**src/hw/rtl/u8v_pkg.sv**
```systemverilog
// Shared types, constants and lookup functions for the UTF-8 validator.
// Used by u8v_front, u8v_queue, u8v_back and utf8_dfa_validator.
package u8v_pkg;

  localparam int COUNT_BITS  = 16;
  localparam int CP_BITS     = 21;
  localparam int PCOUNT_BITS = 16;
  localparam int QUEUE_DEPTH = 2;
  localparam int QPTR_BITS   = (QUEUE_DEPTH > 1) ? $clog2(QUEUE_DEPTH) : 1;
  localparam int QCNT_BITS   = $clog2(QUEUE_DEPTH + 1);

  localparam logic [COUNT_BITS-1:0] COUNT_MAX = {COUNT_BITS{1'b1}};

  // character classes
  localparam logic [3:0] CL_ASCII   = 4'd0;
  localparam logic [3:0] CL_CONT80  = 4'd1;
  localparam logic [3:0] CL_LEAD2   = 4'd2;
  localparam logic [3:0] CL_LEAD3   = 4'd3;
  localparam logic [3:0] CL_ED      = 4'd4;
  localparam logic [3:0] CL_F4      = 4'd5;
  localparam logic [3:0] CL_LEAD4   = 4'd6;
  localparam logic [3:0] CL_CONTA0  = 4'd7;
  localparam logic [3:0] CL_BAD     = 4'd8;
  localparam logic [3:0] CL_CONT90  = 4'd9;
  localparam logic [3:0] CL_E0      = 4'd10;
  localparam logic [3:0] CL_F0      = 4'd11;

  typedef enum logic [3:0] {
    ST_ACCEPT = 4'd0,
    ST_REJECT = 4'd1,
    ST_P2     = 4'd2,
    ST_P3     = 4'd3,
    ST_P4     = 4'd4,
    ST_P5     = 4'd5,
    ST_P6     = 4'd6,
    ST_P7     = 4'd7,
    ST_P8     = 4'd8
  } dfa_state_t;

  // classified request passed from front to back
  typedef struct packed {
    logic       term;
    logic [3:0] cls;
    logic [7:0] data;
  } u8v_item_t;

  typedef logic [3:0] dfa_row_t [12];

  localparam dfa_row_t DFA_TBL [9] = '{
    '{4'd0, 4'd1, 4'd2, 4'd3, 4'd5, 4'd8, 4'd7, 4'd1, 4'd1, 4'd1, 4'd4, 4'd6},
    '{4'd1, 4'd1, 4'd1, 4'd1, 4'd1, 4'd1, 4'd1, 4'd1, 4'd1, 4'd1, 4'd1, 4'd1},
    '{4'd1, 4'd0, 4'd1, 4'd1, 4'd1, 4'd1, 4'd1, 4'd0, 4'd1, 4'd0, 4'd1, 4'd1},
    '{4'd1, 4'd2, 4'd1, 4'd1, 4'd1, 4'd1, 4'd1, 4'd2, 4'd1, 4'd2, 4'd1, 4'd1},
    '{4'd1, 4'd1, 4'd1, 4'd1, 4'd1, 4'd1, 4'd1, 4'd2, 4'd1, 4'd1, 4'd1, 4'd1},
    '{4'd1, 4'd2, 4'd1, 4'd1, 4'd1, 4'd1, 4'd1, 4'd1, 4'd1, 4'd2, 4'd1, 4'd1},
    '{4'd1, 4'd1, 4'd1, 4'd1, 4'd1, 4'd1, 4'd1, 4'd3, 4'd1, 4'd3, 4'd1, 4'd1},
    '{4'd1, 4'd3, 4'd1, 4'd1, 4'd1, 4'd1, 4'd1, 4'd3, 4'd1, 4'd3, 4'd1, 4'd1},
    '{4'd1, 4'd3, 4'd1, 4'd1, 4'd1, 4'd1, 4'd1, 4'd1, 4'd1, 4'd1, 4'd1, 4'd1}
  };

  function automatic logic [3:0] byte_class(input logic [7:0] b);
    logic [3:0] c;
    if (b < 8'h80)       c = CL_ASCII;
    else if (b < 8'h90)  c = CL_CONT80;
    else if (b < 8'hA0)  c = CL_CONT90;
    else if (b < 8'hC0)  c = CL_CONTA0;
    else if (b < 8'hC2)  c = CL_BAD;
    else if (b < 8'hE0)  c = CL_LEAD2;
    else if (b == 8'hE0) c = CL_E0;
    else if (b == 8'hED) c = CL_ED;
    else if (b < 8'hF0)  c = CL_LEAD3;
    else if (b == 8'hF0) c = CL_F0;
    else if (b < 8'hF4)  c = CL_LEAD4;
    else if (b == 8'hF4) c = CL_F4;
    else                 c = CL_BAD;
    return c;
  endfunction

  function automatic dfa_state_t dfa_next(input dfa_state_t st, input logic [3:0] cls);
    dfa_state_t ns;
    if (st > ST_P8 || cls > CL_F0) ns = ST_REJECT;
    else ns = dfa_state_t'(DFA_TBL[st][cls]);
    return ns;
  endfunction

endpackage

```
**src/hw/rtl/u8v_front.sv**
```systemverilog
// Front stage: takes input bytes, classifies them and registers the request.
// Depends on u8v_pkg; feeds u8v_queue.
module u8v_front (
  input  logic              clk,
  input  logic              rst_n,
  input  logic              in_valid,
  output logic              in_stall,
  input  logic [7:0]        in_data_byte,
  output logic              push_valid,
  input  logic              push_stall,
  output u8v_pkg::u8v_item_t push_item
);
  import u8v_pkg::*;

  logic      valid_r, valid_nxt;
  u8v_item_t item_r, item_nxt;
  logic      accept;

  assign in_stall = valid_r && push_stall;
  assign accept   = in_valid && !in_stall;

  always_comb begin
    valid_nxt = valid_r;
    item_nxt  = item_r;
    if (!in_stall) begin
      valid_nxt = in_valid;
    end
    if (accept) begin
      item_nxt.term = (in_data_byte == 8'h00);
      item_nxt.cls  = byte_class(in_data_byte);
      item_nxt.data = in_data_byte;
    end
  end

  always_ff @(posedge clk) begin
    if (!rst_n) begin
      valid_r <= 1'b0;
    end else begin
      valid_r <= valid_nxt;
    end
    item_r <= item_nxt;
  end

  assign push_valid = valid_r;
  assign push_item  = item_r;

endmodule

```
**src/hw/rtl/u8v_queue.sv**
```systemverilog
// Short request queue between the front and back stages.
// Depends on u8v_pkg for the item type and depth.
module u8v_queue (
  input  logic               clk,
  input  logic               rst_n,
  input  logic               push_valid,
  output logic               push_stall,
  input  u8v_pkg::u8v_item_t push_item,
  output logic               pop_valid,
  input  logic               pop_ready,
  output u8v_pkg::u8v_item_t pop_item
);
  import u8v_pkg::*;

  u8v_item_t               slot_r [QUEUE_DEPTH];
  logic [QPTR_BITS-1:0]    wr_ptr_r, wr_ptr_nxt;
  logic [QPTR_BITS-1:0]    rd_ptr_r, rd_ptr_nxt;
  logic [QCNT_BITS-1:0]    cnt_r, cnt_nxt;
  logic                    do_push, do_pop;

  localparam logic [QPTR_BITS-1:0] LAST_PTR = QPTR_BITS'(QUEUE_DEPTH - 1);
  localparam logic [QCNT_BITS-1:0] FULL_CNT = QCNT_BITS'(QUEUE_DEPTH);

  assign push_stall = (cnt_r == FULL_CNT);
  assign pop_valid  = (cnt_r != '0);
  assign pop_item   = slot_r[rd_ptr_r];
  assign do_push    = push_valid && !push_stall;
  assign do_pop     = pop_valid && pop_ready;

  always_comb begin
    wr_ptr_nxt = wr_ptr_r;
    rd_ptr_nxt = rd_ptr_r;
    cnt_nxt    = cnt_r;
    if (do_push) wr_ptr_nxt = (wr_ptr_r == LAST_PTR) ? '0 : wr_ptr_r + 1'b1;
    if (do_pop)  rd_ptr_nxt = (rd_ptr_r == LAST_PTR) ? '0 : rd_ptr_r + 1'b1;
    if (do_push && !do_pop)      cnt_nxt = cnt_r + 1'b1;
    else if (!do_push && do_pop) cnt_nxt = cnt_r - 1'b1;
  end

  always_ff @(posedge clk) begin
    if (!rst_n) begin
      wr_ptr_r <= '0;
      rd_ptr_r <= '0;
      cnt_r    <= '0;
    end else begin
      wr_ptr_r <= wr_ptr_nxt;
      rd_ptr_r <= rd_ptr_nxt;
      cnt_r    <= cnt_nxt;
    end
    if (do_push) slot_r[wr_ptr_r] <= push_item;
  end

endmodule

```
**src/hw/rtl/u8v_back.sv**
```systemverilog
// Back stage: runs the UTF-8 DFA, accumulator and point counter per request
// and holds the result register. Depends on u8v_pkg; fed by u8v_queue.
module u8v_back (
  input  logic                               clk,
  input  logic                               rst_n,
  input  logic                               pop_valid,
  output logic                               pop_ready,
  input  u8v_pkg::u8v_item_t                 pop_item,
  output logic                               out_valid,
  input  logic                               out_stall,
  output logic [u8v_pkg::CP_BITS-1:0]        out_code_point,
  output logic                               out_point_complete,
  output logic                               out_rejected,
  output logic [u8v_pkg::PCOUNT_BITS-1:0]    out_point_count,
  output logic                               out_string_end,
  output logic                               out_string_invalid
);
  import u8v_pkg::*;

  dfa_state_t             state_r, state_nxt;
  logic [CP_BITS-1:0]     acc_r, acc_nxt;
  logic [COUNT_BITS-1:0]  count_r, count_nxt;

  logic                   ovalid_r, ovalid_nxt;
  logic [CP_BITS-1:0]     ocp_r, ocp_nxt;
  logic                   ocomp_r, ocomp_nxt;
  logic                   orej_r, orej_nxt;
  logic [PCOUNT_BITS-1:0] ocnt_r, ocnt_nxt;
  logic                   oend_r, oend_nxt;
  logic                   oinv_r, oinv_nxt;

  logic                   take;
  dfa_state_t             ns;
  logic [7:0]             lead_mask;

  assign pop_ready = !ovalid_r || !out_stall;
  assign take      = pop_valid && pop_ready;
  assign ns        = dfa_next(state_r, pop_item.cls);
  assign lead_mask = 8'hFF >> pop_item.cls;

  // DFA, accumulator and counter
  always_comb begin
    state_nxt = state_r;
    acc_nxt   = acc_r;
    count_nxt = count_r;
    if (take) begin
      if (pop_item.term) begin
        state_nxt = ST_ACCEPT;
        acc_nxt   = '0;
        count_nxt = '0;
      end else begin
        state_nxt = ns;
        if (state_r != ST_ACCEPT) acc_nxt = {acc_r[CP_BITS-7:0], pop_item.data[5:0]};
        else acc_nxt = CP_BITS'(lead_mask & pop_item.data);
        if (ns == ST_ACCEPT && count_r != COUNT_MAX) count_nxt = count_r + 1'b1;
      end
    end
  end

  // result register
  always_comb begin
    ovalid_nxt = ovalid_r;
    ocp_nxt    = ocp_r;
    ocomp_nxt  = ocomp_r;
    orej_nxt   = orej_r;
    ocnt_nxt   = ocnt_r;
    oend_nxt   = oend_r;
    oinv_nxt   = oinv_r;
    if (pop_ready) ovalid_nxt = pop_valid;
    if (take) begin
      if (pop_item.term) begin
        ocp_nxt   = '0;
        ocomp_nxt = 1'b0;
        orej_nxt  = (state_r == ST_REJECT);
        ocnt_nxt  = PCOUNT_BITS'(count_r);
        oend_nxt  = 1'b1;
        oinv_nxt  = (state_r != ST_ACCEPT);
      end else begin
        ocp_nxt   = (ns == ST_ACCEPT) ? acc_nxt : '0;
        ocomp_nxt = (ns == ST_ACCEPT);
        orej_nxt  = (ns == ST_REJECT);
        ocnt_nxt  = PCOUNT_BITS'(count_nxt);
        oend_nxt  = 1'b0;
        oinv_nxt  = 1'b0;
      end
    end
  end

  always_ff @(posedge clk) begin
    if (!rst_n) begin
      state_r  <= ST_ACCEPT;
      acc_r    <= '0;
      count_r  <= '0;
      ovalid_r <= 1'b0;
    end else begin
      state_r  <= state_nxt;
      acc_r    <= acc_nxt;
      count_r  <= count_nxt;
      ovalid_r <= ovalid_nxt;
    end
    ocp_r   <= ocp_nxt;
    ocomp_r <= ocomp_nxt;
    orej_r  <= orej_nxt;
    ocnt_r  <= ocnt_nxt;
    oend_r  <= oend_nxt;
    oinv_r  <= oinv_nxt;
  end

  assign out_valid          = ovalid_r;
  assign out_code_point     = ocp_r;
  assign out_point_complete = ocomp_r;
  assign out_rejected       = orej_r;
  assign out_point_count    = ocnt_r;
  assign out_string_end     = oend_r;
  assign out_string_invalid = oinv_r;

  // reject holds until a terminator
  a_reject_sticky: assert property (@(posedge clk) disable iff (!rst_n)
    (state_r == ST_REJECT && !(take && pop_item.term)) |=> (state_r == ST_REJECT))
    else $error("reject state left without terminator");

  // saturated count stays saturated within a string
  a_count_sat: assert property (@(posedge clk) disable iff (!rst_n)
    (count_r == COUNT_MAX && !(take && pop_item.term)) |=> (count_r == COUNT_MAX))
    else $error("point count wrapped");

  // a completed point and reject cannot be reported together
  a_comp_rej: assert property (@(posedge clk) disable iff (!rst_n)
    ovalid_r |-> !(ocomp_r && orej_r))
    else $error("point complete while rejected");

  // terminator result carries no code point, and state is cleared after it
  a_term_clear: assert property (@(posedge clk) disable iff (!rst_n)
    (take && pop_item.term) |=> (oend_r && !ocomp_r && ocp_r == '0
                                 && state_r == ST_ACCEPT && count_r == '0))
    else $error("terminator result or clear wrong");

endmodule

```
**src/hw/rtl/utf8_dfa_validator.sv**
```systemverilog
// UTF-8 validator: one byte per request in, one result per byte out.
// Path: a byte passes the front classify register and then a queue slot; the back stage then pops it
// and registers its result, raising out_valid.
// Throughput: one byte per cycle while out_stall is low, set by the DFA step in the back stage.
// Reset (synchronous, rst_n low) empties the pipeline and clears DFA state,
// accumulator and point count; no clearing pass is needed.
module utf8_dfa_validator (
  input  logic                            clk,
  input  logic                            rst_n,
  input  logic                            in_valid,
  output logic                            in_stall,
  input  logic [7:0]                      in_data_byte,
  output logic                            out_valid,
  input  logic                            out_stall,
  output logic [u8v_pkg::CP_BITS-1:0]     out_code_point,
  output logic                            out_point_complete,
  output logic                            out_rejected,
  output logic [u8v_pkg::PCOUNT_BITS-1:0] out_point_count,
  output logic                            out_string_end,
  output logic                            out_string_invalid
);
  import u8v_pkg::*;

  logic      push_valid, push_stall;
  u8v_item_t push_item;
  logic      pop_valid, pop_ready;
  u8v_item_t pop_item;

  u8v_front u_front (
    .clk          (clk),
    .rst_n        (rst_n),
    .in_valid     (in_valid),
    .in_stall     (in_stall),
    .in_data_byte (in_data_byte),
    .push_valid   (push_valid),
    .push_stall   (push_stall),
    .push_item    (push_item)
  );

  u8v_queue u_queue (
    .clk        (clk),
    .rst_n      (rst_n),
    .push_valid (push_valid),
    .push_stall (push_stall),
    .push_item  (push_item),
    .pop_valid  (pop_valid),
    .pop_ready  (pop_ready),
    .pop_item   (pop_item)
  );

  u8v_back u_back (
    .clk                (clk),
    .rst_n              (rst_n),
    .pop_valid          (pop_valid),
    .pop_ready          (pop_ready),
    .pop_item           (pop_item),
    .out_valid          (out_valid),
    .out_stall          (out_stall),
    .out_code_point     (out_code_point),
    .out_point_complete (out_point_complete),
    .out_rejected       (out_rejected),
    .out_point_count    (out_point_count),
    .out_string_end     (out_string_end),
    .out_string_invalid (out_string_invalid)
  );

endmodule
```
**config.mk**
```make
export PLATFORM = sky130hd
export DESIGN_NAME = utf8_dfa_validator
export DESIGN_NICKNAME = d
export VERILOG_FILES = /design/src/hw/rtl/u8v_pkg.sv /design/src/hw/rtl/u8v_front.sv /design/src/hw/rtl/u8v_queue.sv /design/src/hw/rtl/u8v_back.sv /design/src/hw/rtl/utf8_dfa_validator.sv
export SDC_FILE = /design/constraint.sdc
export NUM_CORES = 1
export LEC_CHECK = 0
export BUFFER_PORTS_ARGS = -buffer_cell sky130_fd_sc_hd__buf_2
export CAP_MARGIN = 20
export CORE_MARGIN = 1
export CORE_UTILIZATION = 55
export CTS_CLUSTER_DIAMETER = 120
export DETAILED_ROUTE_END_ITERATION = 16
export GPL_TIMING_DRIVEN = 1
export PLACE_DENSITY = 0.77
export SLEW_MARGIN = 20
export SYNTH_ARGS = -nofsm -noshare
export SYNTH_HDL_FRONTEND = slang
export SYNTH_SLANG_ARGS = --single-unit
export TNS_END_PERCENT = 10
```
**constraint.sdc**
```tcl
create_clock -name clk -period 6 [get_ports clk]
set_clock_uncertainty 0.05 [all_clocks]
set_input_delay 0.3 -clock clk [delete_from_list [all_inputs] [get_ports clk]]
set_output_delay 0.3 -clock clk [all_outputs]
set_load 0.02 [all_outputs]
```
# --- Word-level counts from Yosys, hierarchy flattened ---
# Memories as Yosys holds them, arrays and structs flattened. A register that Yosys moved wholly into a read port is not among the register bits.
# Cells that the tools add are included.
totals:
  inputBits: 12
  out_inout_bits: 43
  latchBits: 0
  romBits: 768
  mem_bits_rw: 26
  regBits: 101
  word_cells: 109
  memories: 2
op_classes:
  n_div: 0
  n_eq_ne: 8
  shifts: 1
  add_sub_neg: 5
  n_mux: 35
  magnitude_cmp: 12
  mul: 0
  reduce_logical: 23
  bitwise_logic: 4
mem_list:
  columns: ["memory", "words", "word_bits", "read_ports", "rd_ports_with_merged_regs", "write_ports", "line", "rtl"]
  rows:
  - ["(name not given)", 16, 48, 1, 0, 0, "u8v_pkg.sv:82", "else ns = dfa_state_t'(DFA_TBL[st][cls]);"]
  - ["u_queue.slot_r", 2, 13, 1, 1, 1, "u8v_queue.sv:15", "u8v_item_t slot_r [QUEUE_DEPTH];"]
ops:
  columns: ["operator", "count"]
  rows:
  - ["two-way mux 48 bit", 2]
  - ["less-than comparator 8 bit (second input constant)", 8]
  - ["two-way mux 16 bit", 4]
  - ["two-way mux 21 bit", 3]
  - ["two-way mux 4 bit", 14]
  - ["== test 8 bit (second input constant)", 4]
  - ["adder 16 x 1 -> 16 bit (second input constant)", 1]
  - ["binary-select mux 4 bit (select 4 bit)", 1]
  - ["!= test 16 bit (second input constant)", 1]
  - [">= comparator 5 bit (second input constant)", 2]
  - ["NOT 4 -> 5 bit", 2]
  - ["two-way mux 1 bit", 9]
  - ["AND 8 bit", 1]
  - ["== test 4 x 1 -> 1 bit (second input constant)", 2]
  - ["greater-than comparator 4 bit (second input constant)", 2]
  - ["logical NOT 8 bit", 1]
  - [">> shifter 8 x 4 -> 8 bit (first input constant)", 1]
  - ["logical AND 1 bit", 7]
  - ["logical NOT 1 bit", 6]
  - ["logical NOT 4 bit", 1]
  - ["two-way mux 2 bit", 2]
  - ["nonzero test 2 bit", 2]
  - ["nonzero test 4 bit", 1]
  - ["OR reduction 2 bit", 2]
  - ["7 further kinds", 9]

# --- Depth between registers and ports, before layout ---
logic_depth:
  ltp_word: 14
  ltp_mapped: 11
  ltp_nobuf: 8

# --- By module ---
# Synthesis repeated with hierarchy kept, for this count alone.
hier_totals:
  hier_cells: 484
  hier_area_um2: 5564.1
modules_own_cells:
  columns: ["module", "seq_area_each_um2", "n_inst", "cells_per_inst", "area_each_um2"]
  rows:
  - ["u8v_back", 2072.0, 1, 374, 3773.6]
  - ["u8v_queue", 880.8, 1, 65, 1168.6]
  - ["u8v_front", 410.4, 1, 45, 621.8]

# --- Least setup slack after synthesis ---
# OpenSTA, ideal clock, no wires.
synth_timing:
  kind: "flip-flop to flip-flop"
  start: "register u_queue.cnt_r[0]"
  end: "register u_back.count_r[15]"
  synth_period_minus_slack_ns: 2.796
  t_arrival_ns: 2.608
  required_time_ns: 5.812
  setup_time_ns: 0.138
  path_buffers: 2
  path_slack_ns: 3.204
  stages_incl_launch_ff: 9
  cell_sequence: "dfxtp_1 clkbuf_1 o21ai_1 inv_1 and3_1 buf_1 nor4b_1 a21o_1 a21oi_1"
synth_via:
  elab_chain_cells: 3
synth_lines:
  columns: ["element", "line", "rtl"]
  rows:
  - ["start: declaration", "u8v_queue.sv:18", "logic [QCNT_BITS-1:0] cnt_r, cnt_nxt;"]
  - ["start signal: assignment", "u8v_queue.sv:48", "cnt_r <= cnt_nxt;"]
  - ["nonzero test 2 bit", "u8v_queue.sv:25", "assign pop_valid = (cnt_r != '0);"]
  - ["logical AND 1 bit", "u8v_back.sv:37", "assign take = pop_valid && pop_ready;"]
  - ["named net u_back.take", "u8v_back.sv:32", "logic take;"]
  - ["two-way mux 16 bit", "u8v_back.sv:46", "if (take) begin"]
  - ["end signal: assignment", "u8v_back.sv:98", "count_r <= count_nxt;"]
  - ["end: declaration", "u8v_back.sv:22", "logic [COUNT_BITS-1:0] count_r, count_nxt;"]
# The timed path passes the listed nets, and every way through them passes these cells.
# A chain may end at the register's enable or synchronous reset.

==> run summary <==
final worst setup slack: 2370 ps
CP Class: reg -> reg
port bufs: 54
Die ar.: 10,800 sq um
post-cts sizing count: 0
DIE WIDTH: 104 microns
Synth Flop Type: edfxtp_1
Hold Crit Class: in -> reg
via count: 3,946
Post-synth EDFFs: 80
met1 wire length: 4920 microns
area delta synth->final: 17.7%
TNS Setup: 0 ps
hold path depth: 3
slowest stage delay, CP: 870 ps
post-synthesis sequential area ratio: 0.588
hold_buf cts: 9
Synth area leader: edfxtp_1
Async SR Flop Fraction: 0
CTS Buf Count: 17
Max FO, Critical Path: 25
proportion of layout cells with a drive suffix above 1: 0.201
drc violations: 0
Synth Instances: 491
drt pass-1 iters: 6
vias per cell: 5.68
Synth Warn #: 0
initial antenna violation count: 0
Detailed Route WL: 10,900 microns
met3 wire len: 583 microns
CTS root buffer: clkbuf_8
max layer used: met4
pre-CTS setup slack: 2380 ps
Worst EP arrival: 3870 ps
Post-Syn Nets: 505
reg2reg setup slack: 2370 ps
ant diodes: 0
Post-CTS Setup Inserts: 0
GPL Wtd Cong: 0.862
gr usage total: 0.213
Post-Layout Cell Count: 695
worst vdd ir: 0.000224 V
setup violators final: 0
WP data required: 6240 ps
Clock Sinks: 128
# rows: 36
initial DRC count: 320
final hold vios: 0
Slew HR: 0.324
Met2 Wirelength: 5190 microns
Unique masters post-synth: 66
Post-Syn Area per Cell: 11.7 sq um
Mapped Area: 5720 sq um
Seq cells post-synth: 128
CTS tree: yes
H-tree depth: 4
Fillers: 741
via count of the first global-routing pass: 3,700
per-cell routed wire length: 15.6 microns
Crit-path slowest cell: a221oi_2
top post-synthesis cells by area: edfxtp_1 42%, dfxtp_1 17%, xnor2_1 3.2%
Setup crit end kind: flip-flop
outcome: finished clean
maxcap violations: 0
f_max: 0.276 GHz
Initial Util: 0.578
largest net degree at the start of global routing: 45
R2R depth: 8
placed insts: 654
Post-DRT Antenna Nets: 0
Pins Over Slew Limit: 0
most frequent cells in the layout: 80 x edfxtp_1, 54 x buf_2, 48 x dfxtp_1
clock tree buffer depth: 2
Worst Setup Start Kind: flip-flop
area of the core: 9910 sq um
hold slack: 16.8 ps
Clk Latency, worst-skew pair: 540 ps
Leak: 2.43 nW
minimum clock period: 3630 ps
RSZ-0062 raised after global routing: no
most common cell after layout, fill and taps aside: edfxtp_1
PD cells: 451 nW/um^2
Synth top area share: 0.420
nets: 563
period utilization: 0.605
I/O pin count: 55
Least-Margin Pin Slew: 1010 ps
Die Height: 104 microns
first-pass GRT wire length: 17,900 microns
worst path cell trace: buf_4, mux2i_1, mux2_2, o211ai_1, a221oi_2, or4_1, inv_1, and2_1
hpwl dp: 6890 microns
GR Overflow Total: 0
clock slew at reported path FFs: 60 ps
## power by group
group / switching [mW] / total (mW) / internal [mW]
Clock: 0.385 / 1.03 / 0.644
Combinational: 0.560 / 0.812 / 0.251
Sequential: 0.0599 / 1.19 / 1.13
Total: 1.00 / 3.03 / 2.03
## cell type report
class / instances / area [sq um] / area share
Clock inverter: 11 / 129 / 0.0191
Timing Repair Buffer: 67 / 390 / 0.0580
Sequential cell: 128 / 3360 / 0.499
Clock buffer: 21 / 472 / 0.0700
Inverter: 12 / 45.0 / 0.00669
Multi-Input combinational cell: 323 / 2170 / 0.322
Tap cell: 133 / 166 / 0.0247
## metal layers
layer | vias to the layer above | track usage
met1 | 1867 | 0.277
met3 | 20 | 0.0570
met5 | - | 0
met2 | 133 | 0.334
met4 | 0 | 0.0918
li1 | 1926 | -
## registers in the layout, summed over array words and instances (netlist names), named ones only
name and cells:
u_back.out_string_end 1, u_back.out_valid 1, u_back.acc_r 21, u_queue.slot_r 26, u_queue.rd_ptr_r 1, u_back.out_point_complete 1, u_front.push_valid 1, u_back.out_rejected 1
u_back.out_string_invalid 1, u_queue.cnt_r 2, u_back.state_r 4, u_queue.wr_ptr_r 1, u_back.out_point_count 16, u_front.push_item 13, u_back.out_code_point 21, u_back.count_r 16
## cells in the mapped netlist, types with 3 or more instances
cell type and count:
a2111oi_0 5, a21boi_0 4, a21o_1 3, a21oi_1 16, a22oi_1 17, and2_1 11
and3_1 9, buf_2 6, buf_6 3, clkbuf_1 16, dfxtp_1 48, edfxtp_1 80
inv_1 12, mux2_2 7, mux2i_1 12, nand2_1 23, nand2b_1 6, nand3_1 15
nand3b_1 5, nand4_1 8, nor2_1 47, nor2b_1 26, nor3_1 7, nor3b_1 3
nor4_1 9, o21a_1 5, o21ai_0 11, or3_1 5, xnor2_1 21, xor2_1 4
## stage by stage
step           utilization  area [sq um]  power, mW
6_report             0.680          6730       3.03
5_1_grt              0.680          6730       3.16
4_1_cts              0.679          6730       3.04
3_5_place_dp         0.609          6040       2.01
3_3_place_gp         0.609          6040       2.00
2_1_floorplan            -          5720       1.82
## cell families (layout without fill, tap and decap cells)
group                      Yosys count  in the layout  share of synthesized area
and+or+nand+nor                    190            190                      0.185
DFF                                128            128                      0.588
AOI/OAI and AO/OA                   84             84                      0.105
buffers and inverters               40            111                     0.0350
xor gates and xnor gates            25             25                     0.0383
muxes                               22             22                     0.0446
adders and majority gates            2              2                    0.00437
## final timing paths
| path | start | end |
|---|---|---|
| setup / recovery | flip-flop | u_back.out_code_point[6] |
| hold / removal | out_stall | u_back.out_valid |
| setup reg to reg | flip-flop | u_back.out_code_point[6] |
| hold reg to reg | u_front.push_item[6] | u_queue.slot_r[0][6] |
## worst max-delay path, delay by kind of cell (launching register included)
family | cells | cell delay [ps]
compound gates | 2 | 970
buf+inv | 2 | 420
flops | 1 | 310
mux | 2 | 760
simple gates | 2 | 870
No activity file was read; power rests on OpenSTA's default activity.
